**src/rtl/srw_pkg.sv**
```systemverilog
// ----------------------------------------------------------------------------
// srw_pkg
// Types, codes and constants shared by the selective-repeat receive window.
// ----------------------------------------------------------------------------
package srw_pkg;

  localparam int SEQ_W  = 32;
  localparam int LEN_W  = 14;
  localparam int HND_W  = 16;
  localparam int STAT_W = 2;

  localparam int WINDOW_DEF      = 32;
  localparam int HANDLE_BITS_DEF = 16;

  localparam int CMD_DEPTH = 2;
  localparam int OUT_DEPTH = 2;

  localparam int CFG_IDX_W  = 2;
  localparam int CFG_DATA_W = 32;

  localparam logic [CFG_IDX_W-1:0] CFG_END_SEQUENCE = 2'd0;
  localparam logic [CFG_IDX_W-1:0] CFG_MAX_LENGTH   = 2'd1;

  localparam logic [SEQ_W-1:0] END_SEQ_RESET = 32'hFFFF_FFFF;
  localparam logic [LEN_W-1:0] MAX_LEN_RESET = 14'd10024;
  localparam logic [LEN_W-1:0] MIN_LENGTH    = 14'd5;

  localparam logic KIND_DELIVER = 1'b0;
  localparam logic KIND_ACK     = 1'b1;

  localparam logic [STAT_W-1:0] STATUS_NONE     = 2'd0;
  localparam logic [STAT_W-1:0] STATUS_IN_ORDER = 2'd0;
  localparam logic [STAT_W-1:0] STATUS_OUT_ORDER = 2'd1;
  localparam logic [STAT_W-1:0] STATUS_IGNORED  = 2'd2;
  localparam logic [STAT_W-1:0] STATUS_END      = 2'd3;

  typedef struct packed {
    logic [SEQ_W-1:0] sequence_req;
    logic [LEN_W-1:0] length;
    logic             checksum_good;
    logic [HND_W-1:0] payload_handle;
  } in_item_t;

  typedef struct packed {
    logic              kind;
    logic [SEQ_W-1:0]  serial;
    logic [HND_W-1:0]  out_handle;
    logic [LEN_W-1:0]  out_length;
    logic [STAT_W-1:0] status;
    logic              last;
  } out_item_t;

  // request that passed the stateless checks
  typedef struct packed {
    logic [SEQ_W-1:0] seq;
    logic [LEN_W-1:0] length;
    logic [HND_W-1:0] handle;
  } cmd_t;

  typedef struct packed {
    logic finished;
    logic busy;
  } back_stat_t;

endpackage

```
**src/rtl/srw_fifo.sv**
```systemverilog
// ----------------------------------------------------------------------------
// srw_fifo
// Small synchronous queue with full/empty flags.
// ----------------------------------------------------------------------------
module srw_fifo #(
  parameter type T     = logic,
  parameter int  DEPTH = 2
) (
  input  logic clk,
  input  logic rst_n,
  input  logic push,
  input  T     din,
  output logic full,
  input  logic pop,
  output T     dout,
  output logic empty
);

  localparam int AW = (DEPTH > 1) ? $clog2(DEPTH) : 1;
  localparam int CW = $clog2(DEPTH + 1);

  T                store_r [DEPTH];
  logic [AW-1:0]   wr_ptr_r;
  logic [AW-1:0]   rd_ptr_r;
  logic [CW-1:0]   count_r;
  logic            do_push;
  logic            do_pop;
  logic [AW-1:0]   wr_ptr_nxt;
  logic [AW-1:0]   rd_ptr_nxt;

  assign full    = (count_r == CW'(DEPTH));
  assign empty   = (count_r == '0);
  assign do_push = push && !full;
  assign do_pop  = pop && !empty;
  assign dout    = store_r[rd_ptr_r];

  assign wr_ptr_nxt = (wr_ptr_r == AW'(DEPTH - 1)) ? '0 : wr_ptr_r + AW'(1);
  assign rd_ptr_nxt = (rd_ptr_r == AW'(DEPTH - 1)) ? '0 : rd_ptr_r + AW'(1);

  always_ff @(posedge clk) begin
    if (!rst_n) begin
      wr_ptr_r <= '0;
      rd_ptr_r <= '0;
      count_r  <= '0;
    end else begin
      if (do_push) begin
        wr_ptr_r <= wr_ptr_nxt;
      end
      if (do_pop) begin
        rd_ptr_r <= rd_ptr_nxt;
      end
      if (do_push && !do_pop) begin
        count_r <= count_r + CW'(1);
      end else if (do_pop && !do_push) begin
        count_r <= count_r - CW'(1);
      end
    end
  end

  always_ff @(posedge clk) begin
    if (do_push) begin
      store_r[wr_ptr_r] <= din;
    end
  end

endmodule

```
**src/rtl/srw_front.sv**
```systemverilog
// ----------------------------------------------------------------------------
// srw_front
// Accepts packet descriptors and drops null and corrupt ones.
// ----------------------------------------------------------------------------
module srw_front (
  input  logic                        in_push,
  input  srw_pkg::in_item_t           in_item,
  input  logic [srw_pkg::LEN_W-1:0]   max_length,
  input  logic                        cmd_full,
  output logic                        cmd_push,
  output srw_pkg::cmd_t               cmd
);

  import srw_pkg::*;

  logic accept;
  logic corrupt;
  logic null_seq;

  assign accept   = in_push && !cmd_full;
  assign null_seq = (in_item.sequence_req == '0);
  assign corrupt  = !in_item.checksum_good || (in_item.length < MIN_LENGTH) ||
                    (in_item.length >= max_length);

  // drop without a trace; only clean requests reach the window
  assign cmd_push = accept && !null_seq && !corrupt;

  assign cmd.seq    = in_item.sequence_req;
  assign cmd.length = in_item.length;
  assign cmd.handle = in_item.payload_handle;

endmodule

```
**src/rtl/srw_back.sv**
```systemverilog
// ----------------------------------------------------------------------------
// srw_back
// Window state, slot memory, in-order drain and acknowledgement sequencer.
// ----------------------------------------------------------------------------
module srw_back #(
  parameter int WINDOW      = srw_pkg::WINDOW_DEF,
  parameter int HANDLE_BITS = srw_pkg::HANDLE_BITS_DEF
) (
  input  logic                       clk,
  input  logic                       rst_n,
  input  logic                       cmd_valid,
  input  srw_pkg::cmd_t              cmd,
  output logic                       cmd_pop,
  input  logic [srw_pkg::SEQ_W-1:0]  end_sequence,
  input  logic                       out_full,
  output logic                       out_push,
  output srw_pkg::out_item_t         out_item,
  output srw_pkg::back_stat_t        stat
);

  import srw_pkg::*;

  localparam int IDX_W = $clog2(WINDOW);
  localparam int MEM_W = HANDLE_BITS + LEN_W;
  localparam logic [IDX_W:0] WIN_L = (IDX_W + 1)'(WINDOW);

  typedef enum logic [1:0] {
    S_IDLE,
    S_READ,
    S_DELIVER,
    S_ACK
  } state_t;

  state_t              state_r;
  logic [SEQ_W-1:0]    low_r;
  logic [IDX_W-1:0]    ptr_r;
  logic [WINDOW-1:0]   present_r;
  logic                finished_r;
  logic [SEQ_W-1:0]    seq_r;
  logic [SEQ_W-1:0]    ack_serial_r;
  logic [STAT_W-1:0]   ack_status_r;
  logic [MEM_W-1:0]    rd_r;
  logic [MEM_W-1:0]    slot_mem [WINDOW];

  logic [SEQ_W-1:0]    off;
  logic                in_win;
  logic [IDX_W:0]      phys_sum;
  logic [IDX_W:0]      phys_adj;
  logic [IDX_W-1:0]    phys;
  logic [IDX_W-1:0]    ptr_inc;
  logic                store;
  logic                mem_we;
  logic [MEM_W-1:0]    wr_data;
  logic [31:0]         wr_h32;
  logic [31:0]         rd_h32;
  logic                deliver_fire;
  logic [IDX_W-1:0]    rd_addr;

  assign off      = cmd.seq - low_r;
  assign in_win   = (off < SEQ_W'(WINDOW));
  assign phys_sum = {1'b0, ptr_r} + {1'b0, off[IDX_W-1:0]};
  assign phys_adj = phys_sum - WIN_L;
  assign phys     = (phys_sum >= WIN_L) ? phys_adj[IDX_W-1:0] : phys_sum[IDX_W-1:0];
  assign ptr_inc  = (ptr_r == IDX_W'(WINDOW - 1)) ? '0 : ptr_r + IDX_W'(1);
  assign store    = in_win && !present_r[phys];

  assign wr_h32  = 32'(cmd.handle);
  assign wr_data = {wr_h32[HANDLE_BITS-1:0], cmd.length};
  assign rd_h32  = 32'(rd_r[MEM_W-1:LEN_W]);

  assign cmd_pop      = (state_r == S_IDLE) && cmd_valid;
  assign mem_we       = cmd_pop && !finished_r && store;
  assign out_push     = (state_r == S_DELIVER) || (state_r == S_ACK);
  assign deliver_fire = (state_r == S_DELIVER) && !out_full;
  // read ahead at the next slot while a delivery goes out
  assign rd_addr      = deliver_fire ? ptr_inc : ptr_r;

  assign stat.finished = finished_r;
  assign stat.busy     = (state_r != S_IDLE);

  always_comb begin
    out_item.kind       = KIND_ACK;
    out_item.serial     = ack_serial_r;
    out_item.out_handle = '0;
    out_item.out_length = '0;
    out_item.status     = ack_status_r;
    out_item.last       = 1'b1;
    if (state_r == S_DELIVER) begin
      out_item.kind       = KIND_DELIVER;
      out_item.serial     = low_r;
      out_item.out_handle = rd_h32[HND_W-1:0];
      out_item.out_length = rd_r[LEN_W-1:0];
      out_item.status     = STATUS_NONE;
      out_item.last       = 1'b0;
    end
  end

  always_ff @(posedge clk) begin
    if (!rst_n) begin
      state_r    <= S_IDLE;
      low_r      <= SEQ_W'(1);
      ptr_r      <= '0;
      present_r  <= '0;
      finished_r <= 1'b0;
    end else begin
      case (state_r)
        S_IDLE: begin
          if (cmd_valid && !finished_r) begin
            seq_r <= cmd.seq;
            if (store) begin
              present_r[phys] <= 1'b1;
              state_r         <= S_READ;
            end else if (cmd.seq == end_sequence) begin
              ack_serial_r <= cmd.seq;
              ack_status_r <= STATUS_END;
              finished_r   <= 1'b1;
              state_r      <= S_ACK;
            end else begin
              ack_serial_r <= low_r - SEQ_W'(1);
              ack_status_r <= STATUS_IGNORED;
              state_r      <= S_ACK;
            end
          end
        end
        S_READ: begin
          if (present_r[ptr_r]) begin
            state_r <= S_DELIVER;
          end else begin
            ack_serial_r <= low_r - SEQ_W'(1);
            ack_status_r <= (low_r == seq_r + SEQ_W'(1)) ? STATUS_IN_ORDER
                                                           : STATUS_OUT_ORDER;
            state_r      <= S_ACK;
          end
        end
        S_DELIVER: begin
          if (!out_full) begin
            present_r[ptr_r] <= 1'b0;
            ptr_r            <= ptr_inc;
            low_r            <= low_r + SEQ_W'(1);
            if (!present_r[ptr_inc]) begin
              // new low edge is low_r + 1, so the ack names low_r
              ack_serial_r <= low_r;
              ack_status_r <= (low_r == seq_r) ? STATUS_IN_ORDER : STATUS_OUT_ORDER;
              state_r      <= S_ACK;
            end
          end
        end
        S_ACK: begin
          if (!out_full) begin
            state_r <= S_IDLE;
          end
        end
        default: begin
          state_r <= S_IDLE;
        end
      endcase
    end
  end

  always_ff @(posedge clk) begin
    if (mem_we) begin
      slot_mem[phys] <= wr_data;
    end
    rd_r <= slot_mem[rd_addr];
  end

endmodule

```
**src/rtl/selective_repeat_receive_window.sv**
```systemverilog
// ----------------------------------------------------------------------------
// selective_repeat_receive_window
// Receiver side of a selective-repeat window with cumulative acknowledgement.
// ----------------------------------------------------------------------------
// A packet request with sequence zero or that is corrupt (bad checksum, or a
// length outside 5 up to max_length - 1) gives no result. Any other request
// goes through a two-entry queue to the window sequencer: a duplicate,
// out-of-window or end packet gives one acknowledgement; a newly stored packet
// gives n in-order deliveries, one delivery per cycle while the output queue
// has room, then the acknowledgement. After the end packet, requests give no
// result. The sequencer's single read port on the slot memory is registered,
// so a read state comes before the first delivery. Results wait in a
// two-entry output queue. Presence marks reset at once; no clearing pass.
// ----------------------------------------------------------------------------
module selective_repeat_receive_window #(
  parameter int WINDOW      = srw_pkg::WINDOW_DEF,
  parameter int HANDLE_BITS = srw_pkg::HANDLE_BITS_DEF
) (
  input  logic                            clk,
  input  logic                            rst_n,
  input  logic                            in_push,
  input  srw_pkg::in_item_t               in_item,
  output logic                            in_full,
  output logic                            out_empty,
  input  logic                            out_pop,
  output srw_pkg::out_item_t              out_item,
  input  logic                            cfg_we,
  input  logic [srw_pkg::CFG_IDX_W-1:0]   cfg_index,
  input  logic [srw_pkg::CFG_DATA_W-1:0]  cfg_data
);

  import srw_pkg::*;

  logic [SEQ_W-1:0] end_seq_r;
  logic [LEN_W-1:0] max_len_r;

  logic       cmd_push;
  cmd_t       cmd_in;
  logic       cmd_full;
  logic       cmd_pop;
  cmd_t       cmd_out;
  logic       cmd_empty;
  logic       back_push;
  out_item_t  back_item;
  logic       back_full;
  back_stat_t back_stat;

  always_ff @(posedge clk) begin
    if (!rst_n) begin
      end_seq_r <= END_SEQ_RESET;
      max_len_r <= MAX_LEN_RESET;
    end else if (cfg_we) begin
      case (cfg_index)
        CFG_END_SEQUENCE: end_seq_r <= cfg_data[SEQ_W-1:0];
        CFG_MAX_LENGTH:   max_len_r <= cfg_data[LEN_W-1:0];
        default: begin
        end
      endcase
    end
  end

  assign in_full = cmd_full;

  srw_front u_front (
    .in_push    (in_push),
    .in_item    (in_item),
    .max_length (max_len_r),
    .cmd_full   (cmd_full),
    .cmd_push   (cmd_push),
    .cmd        (cmd_in)
  );

  srw_fifo #(
    .T     (cmd_t),
    .DEPTH (CMD_DEPTH)
  ) u_cmd_q (
    .clk   (clk),
    .rst_n (rst_n),
    .push  (cmd_push),
    .din   (cmd_in),
    .full  (cmd_full),
    .pop   (cmd_pop),
    .dout  (cmd_out),
    .empty (cmd_empty)
  );

  srw_back #(
    .WINDOW      (WINDOW),
    .HANDLE_BITS (HANDLE_BITS)
  ) u_back (
    .clk          (clk),
    .rst_n        (rst_n),
    .cmd_valid    (!cmd_empty),
    .cmd          (cmd_out),
    .cmd_pop      (cmd_pop),
    .end_sequence (end_seq_r),
    .out_full     (back_full),
    .out_push     (back_push),
    .out_item     (back_item),
    .stat         (back_stat)
  );

  srw_fifo #(
    .T     (out_item_t),
    .DEPTH (OUT_DEPTH)
  ) u_out_q (
    .clk   (clk),
    .rst_n (rst_n),
    .push  (back_push),
    .din   (back_item),
    .full  (back_full),
    .pop   (out_pop),
    .dout  (out_item),
    .empty (out_empty)
  );

`ifndef SYNTHESIS
  a_finished_sticks: assert property (@(posedge clk) disable iff (!rst_n)
    back_stat.finished |=> back_stat.finished)
    else $error("finished flag dropped without reset");

  a_idle_no_result: assert property (@(posedge clk) disable iff (!rst_n)
    !back_stat.busy |-> !back_push)
    else $error("result produced while sequencer idle");

  a_delivery_fields: assert property (@(posedge clk) disable iff (!rst_n)
    (!out_empty && out_item.kind == KIND_DELIVER) |->
      (!out_item.last && out_item.status == STATUS_NONE))
    else $error("delivery carries ack fields");

  a_no_pop_when_finished: assert property (@(posedge clk) disable iff (!rst_n)
    (back_stat.finished && !back_stat.busy) |-> !back_push)
    else $error("result after end of transfer");
`endif

endmodule
```
**config.mk**
```make
export PLATFORM = sky130hd
export DESIGN_NAME = selective_repeat_receive_window
export DESIGN_NICKNAME = d
export VERILOG_FILES = /design/src/rtl/srw_pkg.sv /design/src/rtl/srw_fifo.sv /design/src/rtl/srw_front.sv /design/src/rtl/srw_back.sv /design/src/rtl/selective_repeat_receive_window.sv
export SDC_FILE = /design/constraint.sdc
export NUM_CORES = 2
export LEC_CHECK = 0
export ABC_AREA = 0
export CORE_MARGIN = 4
export CORE_UTILIZATION = 29
export CTS_CLUSTER_SIZE = 14
export DETAILED_ROUTE_END_ITERATION = 8
export DONT_BUFFER_PORTS = 1
export PLACE_DENSITY = 0.52
export SLEW_MARGIN = 30
export SYNTH_ARGS = -nofsm -noshare
export SYNTH_HDL_FRONTEND = slang
export SYNTH_HIERARCHICAL = 1
export SYNTH_SLANG_ARGS = --single-unit
```
**constraint.sdc**
```tcl
create_clock -name clk -period 12.5 [get_ports clk]
set_clock_uncertainty 0.1 [all_clocks]
set_input_delay 1.25 -clock clk [delete_from_list [all_inputs] [get_ports clk]]
set_output_delay 1.25 -clock clk [all_outputs]
set_load 0.05 [all_outputs]
```
After elaboration in Yosys (flattened, before gate mapping)
Memory sizes are Yosys's and may differ from the RTL's. A register that Yosys moved wholly into a read port is not among the register bits. Cells that the tools add are included.

Flip-flop bits (word level): 192. RAM bits: 1216. Input port bits: 102. Output and inout port bits: 68. Logic and storage cells: 176. Memories kept: 3.

Memory list: u_back.slot_mem (depth 32, bits a word 30, rd ports 1, clocked after memory_dff 1, write ports 1, RTL line srw_back.sv:43) `logic [MEM_W-1:0] slot_mem [WINDOW];`; u_out_q.store_r (depth 2, bits a word 66, rd ports 1, clocked after memory_dff 1, write ports 1, RTL line srw_fifo.sv:22) `T store_r [DEPTH];`; u_cmd_q.store_r (depth 2, bits a word 62, rd ports 1, clocked after memory_dff 1, write ports 1, RTL line srw_fifo.sv:22).

$add $sub $neg: 15. Order comparisons: 9. Equal/unequal tests: 17. Multiplexer cells: 59. Bitwise gates (word level): 5. Reduce and logical (&&, ||, !) cells: 52.

Operators with widths (count): 32-bit 2-to-1 mux (9); 32-bit equality test (3); 32-bit one-hot mux with 3 select lines (1); 66-bit 2-to-1 mux (1); 32-bit by 1-bit adder with 32-bit output, second input constant (2); 32-bit one-hot mux with 2 select lines (1); 32-bit bitwise AND (1); 32-bit logical NOT (1); 32-bit by 6-bit < comparator with 1-bit output, second input constant (1); 32-bit NOT (1); 32-bit bitwise OR (1); 32-bit by 1-bit subtractor with 32-bit output, second input constant (1); 32-bit subtractor (1); 2-bit 2-to-1 mux (14); 1-bit 2-to-1 mux (23); 1-bit logical AND (19); 5-bit by 6-bit < comparator with 1-bit output, second input constant (3); 1-bit binary-select mux with 5-bit select (3); 5-bit 2-to-1 mux (3); 14-bit greater-or-equal comparator (1); 14-bit by 3-bit < comparator with 1-bit output, second input constant (1); 1-bit logical NOT (13); 2-bit != test, second input constant (6); 4-bit AND reduction (3); 23 further kinds (44).

Longest topological paths before layout
Depth after elaboration: 12. Depth in mapped cells: 23. Gate-level depth less buffers: 19.

Modules after synthesis
Netlist, hierarchy kept.

Modules (own cells, without submodules): srw_back (instances 1, cells each 4156, area an instance 50910.1 um^2, sequential area each 32851.5 um^2); srw_fifo at u_out_q (instances 1, cells each 230, area an instance 5003.5 um^2, sequential area each 4063.9 um^2); srw_fifo at u_cmd_q (instances 1, cells each 218, area an instance 4705.8 um^2, sequential area each 3823.7 um^2); selective_repeat_receive_window (instances 1, cells each 200, area an instance 2018.2 um^2, sequential area each 920.9 um^2); srw_front (instances 1, cells each 129, area an instance 933.4 um^2, sequential area each 0.0 um^2).

Worst setup path before layout
Ideal clock, no wire load.

Kind: flip-flop to flip-flop. From: reg (tool-made name). To: reg u_back.ack_serial_r[0], enable pin. Library setup time: 475 ps. Arrival time: 6381 ps. Required time: 11925 ps. Slack: 5544 ps. Stages on the path, launching flop included: 19. Path buffers: 4. Period minus slack after synthesis: 6956 ps. Cell sequence: dfxtp_1 -> buf_2 -> buf_4 -> mux2_2 -> inv_1 -> ha_1 -> fa_1 -> and2b_1 -> o22ai_2 -> o41a_1 -> a2111oi_0 -> o211ai_1 -> a21oi_1 -> o22ai_1 -> xnor2_1 -> buf_2 -> buf_2 -> nor3_1 -> nor3b_1.

RTL lines: end signal, assigned (RTL line srw_back.sv:114) `ack_serial_r <= cmd.seq;`; end signal, assigned (RTL line srw_back.sv:119) `ack_serial_r <= low_r - SEQ_W'(1);`; end signal, assigned (RTL line srw_back.sv:129) `ack_serial_r <= low_r - SEQ_W'(1);`; end, declared (RTL line srw_back.sv:40) `logic [SEQ_W-1:0] ack_serial_r;`.

==> summary.md <==
| Metric | Value |
|---|---|
| Nets | ~4,900 |
| CP max stage delay | about 0.97 ns |
| Fin. Hold Viols | 0 |
| Total gr overflow | 0 |
| Clock sink count | 1,440 |
| Cells after Synth | 4,932 |
| Die area | about 0.23 mm^2 |
| Syn avg cell area | between 10 and 15 um^2 |
| Synth warnings | 6 |
| Vias per cell | about 5.2 |
| Longest Clk Path Bufs | 3 |
| Inserted Clock Buffers | roughly 160 |
| CP cell instances | mux2_2, inv_1, ha_1, fa_1, fa_1, mux4_2, mux2i_1, nor3_1, nor4_1, nand4_1, nor3_1, nand4b_1, nor4_4, nand4b_4, nor2_4, buf_16 |
| Status | complete, no violations |
| Die Y-Extent | ~480 um |
| Placer congestion estimate | around 0.87 |
| Initial antenna violation count | 14 |
| # hold bufs at CTS | 0 |
| Resized cells post-CTS | 0 |
| HPWL after DPL | approximately 120,000 um |
| Crit-path slowest cell | dfxtp_4 |
| Critical path start-end classification | flop to flop |
| 1st-pass router iterations | 6 |
| Post-route DRC | 0 |
| Finished Core Util | 33.22% |
| Crit path max fanout | 62 |
| Leak pwr | 23.26 nW |
| Cell Rows | 171 |
| WP depth | 16 |
| Skew-Pair Late Insertion Delay | 0.82 ns |
| Setup Viol. Count Final | 0 |
| DRT antenna net count | 0 |
| Vias in the first global route | roughly 39,000 |
| First-pass GRT wire length | approximately 270,000 um |
| Largest net degree at the start of global routing | between 150 and 200 |
| Initial Util | 29.21% |
| Core Region | 0.2176 mm^2 |
| Clock Tree Root | clkbuf_16 |
| Worst hold path stage count | 2 |
| H-tree depth | 4 |
| Hold crit path type | flop to flop |
| Capturing element type of the critical path | flop |
| Mapped Area | 0.06356 mm^2 |
| Initial DRC Count | 4,239 |
| Fmax | 141.7 MHz |
| Fin crit share | 56.44% |
| Port-buffer cells | 0 |
| Max VDD drop | about 0.00020 V |
| WL final | between 150,000 and 200,000 um |
| Max-slew headroom | 20.73% |
| Vias | between 40,000 and 50,000 |
| Max cap viols | 0 |
| CTS clock-pin slew for the worst setup and hold paths | 0.06 ns |
| Arrival time at the worst endpoint | 7.47 ns |
| RSZ-0062 raised after global routing | false |
| I/O Pins | 170 |
| CP endpoint | u_back/slot_mem[15][6] |
| Critical path buffer and inverter count | 2 |
| Req. time, crit path | 12.91 ns |
| Final Max Slew Viols | 0 |
| CTS tree | done |
| Reg2Reg Depth | 16 |
| Worst-Margin Slew | about 1.2 ns |
| R2r setup slk | around 5.4 ns |
| Post-CTS Setup Inserts | 0 |
| Final TNS setup | 0 ns |
| FF-to-FF End | u_back/slot_mem[15][6] |
| Area growth syn-to-layout | 13.74% |
| Layout cells sized above 1 | between 10% and 20% |
| Total track usage | ~16% |
| Pwr/cell area | 202.1 mW/mm^2 |
| Min Tclk post-route | around 7 ns |
| Die width | about 480 um |
| Top delay family on crit path | simple AND/OR/NAND/NOR gates |
| Startpoint types | flop |
| Avg WL per Cell | approximately 24 um |
| Synthesized Nets | 5,099 |
how the worst min path moves through the flow:
stage	start	to	slack [ns]
floorplan	max_len_r[11]	max_len_r[11]	0.34
global placement	max_len_r[11]	max_len_r[11]	0.35
detailed placement	max_len_r[11]	max_len_r[11]	0.36
CTS	max_len_r[11]	max_len_r[11]	0.37
global route	max_len_r[1]	max_len_r[1]	0.39
finish	max_len_r[1]	max_len_r[1]	0.36
layer usage:
layer	track usage [%]	share of wire, %
met1	23.36	45
met2	23.94	44
met3	3.613	7.9
met4	5.182	2.8
met5	0	0.0068
cell type report:
| class | count | area, um^2 |
|---|---|---|
| antenna | 15 | 37.54 |
| timing repair buffer | 75 | 1351 |
| inverter | 107 | 401.6 |
| clock buffer | 219 | 4338 |
| clock inverter | 73 | 822.0 |
| sequential | 1440 | 41670 |
| multi-input combinational | 2986 | 20110 |
| fill | 21097 | 145300 |
| tap | 2854 | 3571 |
cell usage in the layout, fill, tap and decap left out, types with 100 or more instances in the layout:
| master | count |
|---|---|
| nor2_1 | 142 |
| dfxtp_1 | 156 |
| edfxtp_1 | 1282 |
| a31oi_1 | 129 |
| xnor2_1 | 100 |
| mux2_2 | 121 |
| inv_1 | 100 |
| and2_1 | 280 |
| a211oi_1 | 336 |
| nand2_1 | 653 |
| a311oi_1 | 120 |
| a21oi_1 | 174 |
| clkbuf_16 | 162 |
stage by stage:
step                      total power [mW]  worst slack (ns)  instances  instance area, um^2  hold slack [ns]
final                                14.61             5.445       7769                72290           0.3610
after global routing                 15.29             5.085       7761                72270           0.3942
after CTS                            14.75             5.249       7743                71910           0.3654
after detailed placement             10.11             5.272       7451                66750           0.3562
after global placement               10.06             4.644       7425                66030           0.3482
after floorplan                      8.741             5.544       4932                63560           0.3380
worst min-delay path: stages, from the launching register on:
cell,delay [ns]
dfxtp_1,0.31
nand2_1,0.05
mux2i_1,0.05
power breakdown:
group	internal [mW]	switching (mW)	total (mW)
clock network	2.65	1.97	4.62
registers	5.68	0.115	5.80
logic	1.13	3.07	4.20
total	9.46	5.16	14.6
flip-flops by register name, summed over array words and instances, names as in the netlist, 5 cells and up, named ones only:
| register | count |
|---|---|
| u_back/rd_r | 30 |
| u_back/present_r | 32 |
| u_cmd_q/store_r | 124 |
| u_back/ptr_r | 5 |
| u_back/seq_r | 32 |
| u_back/ack_serial_r | 32 |
| u_out_q/store_r | 132 |
| u_back/slot_mem | 960 |
| end_seq_r | 32 |
| u_back/low_r | 32 |
| max_len_r | 14 |
Note: power is estimated with default switching activity, not from simulation.
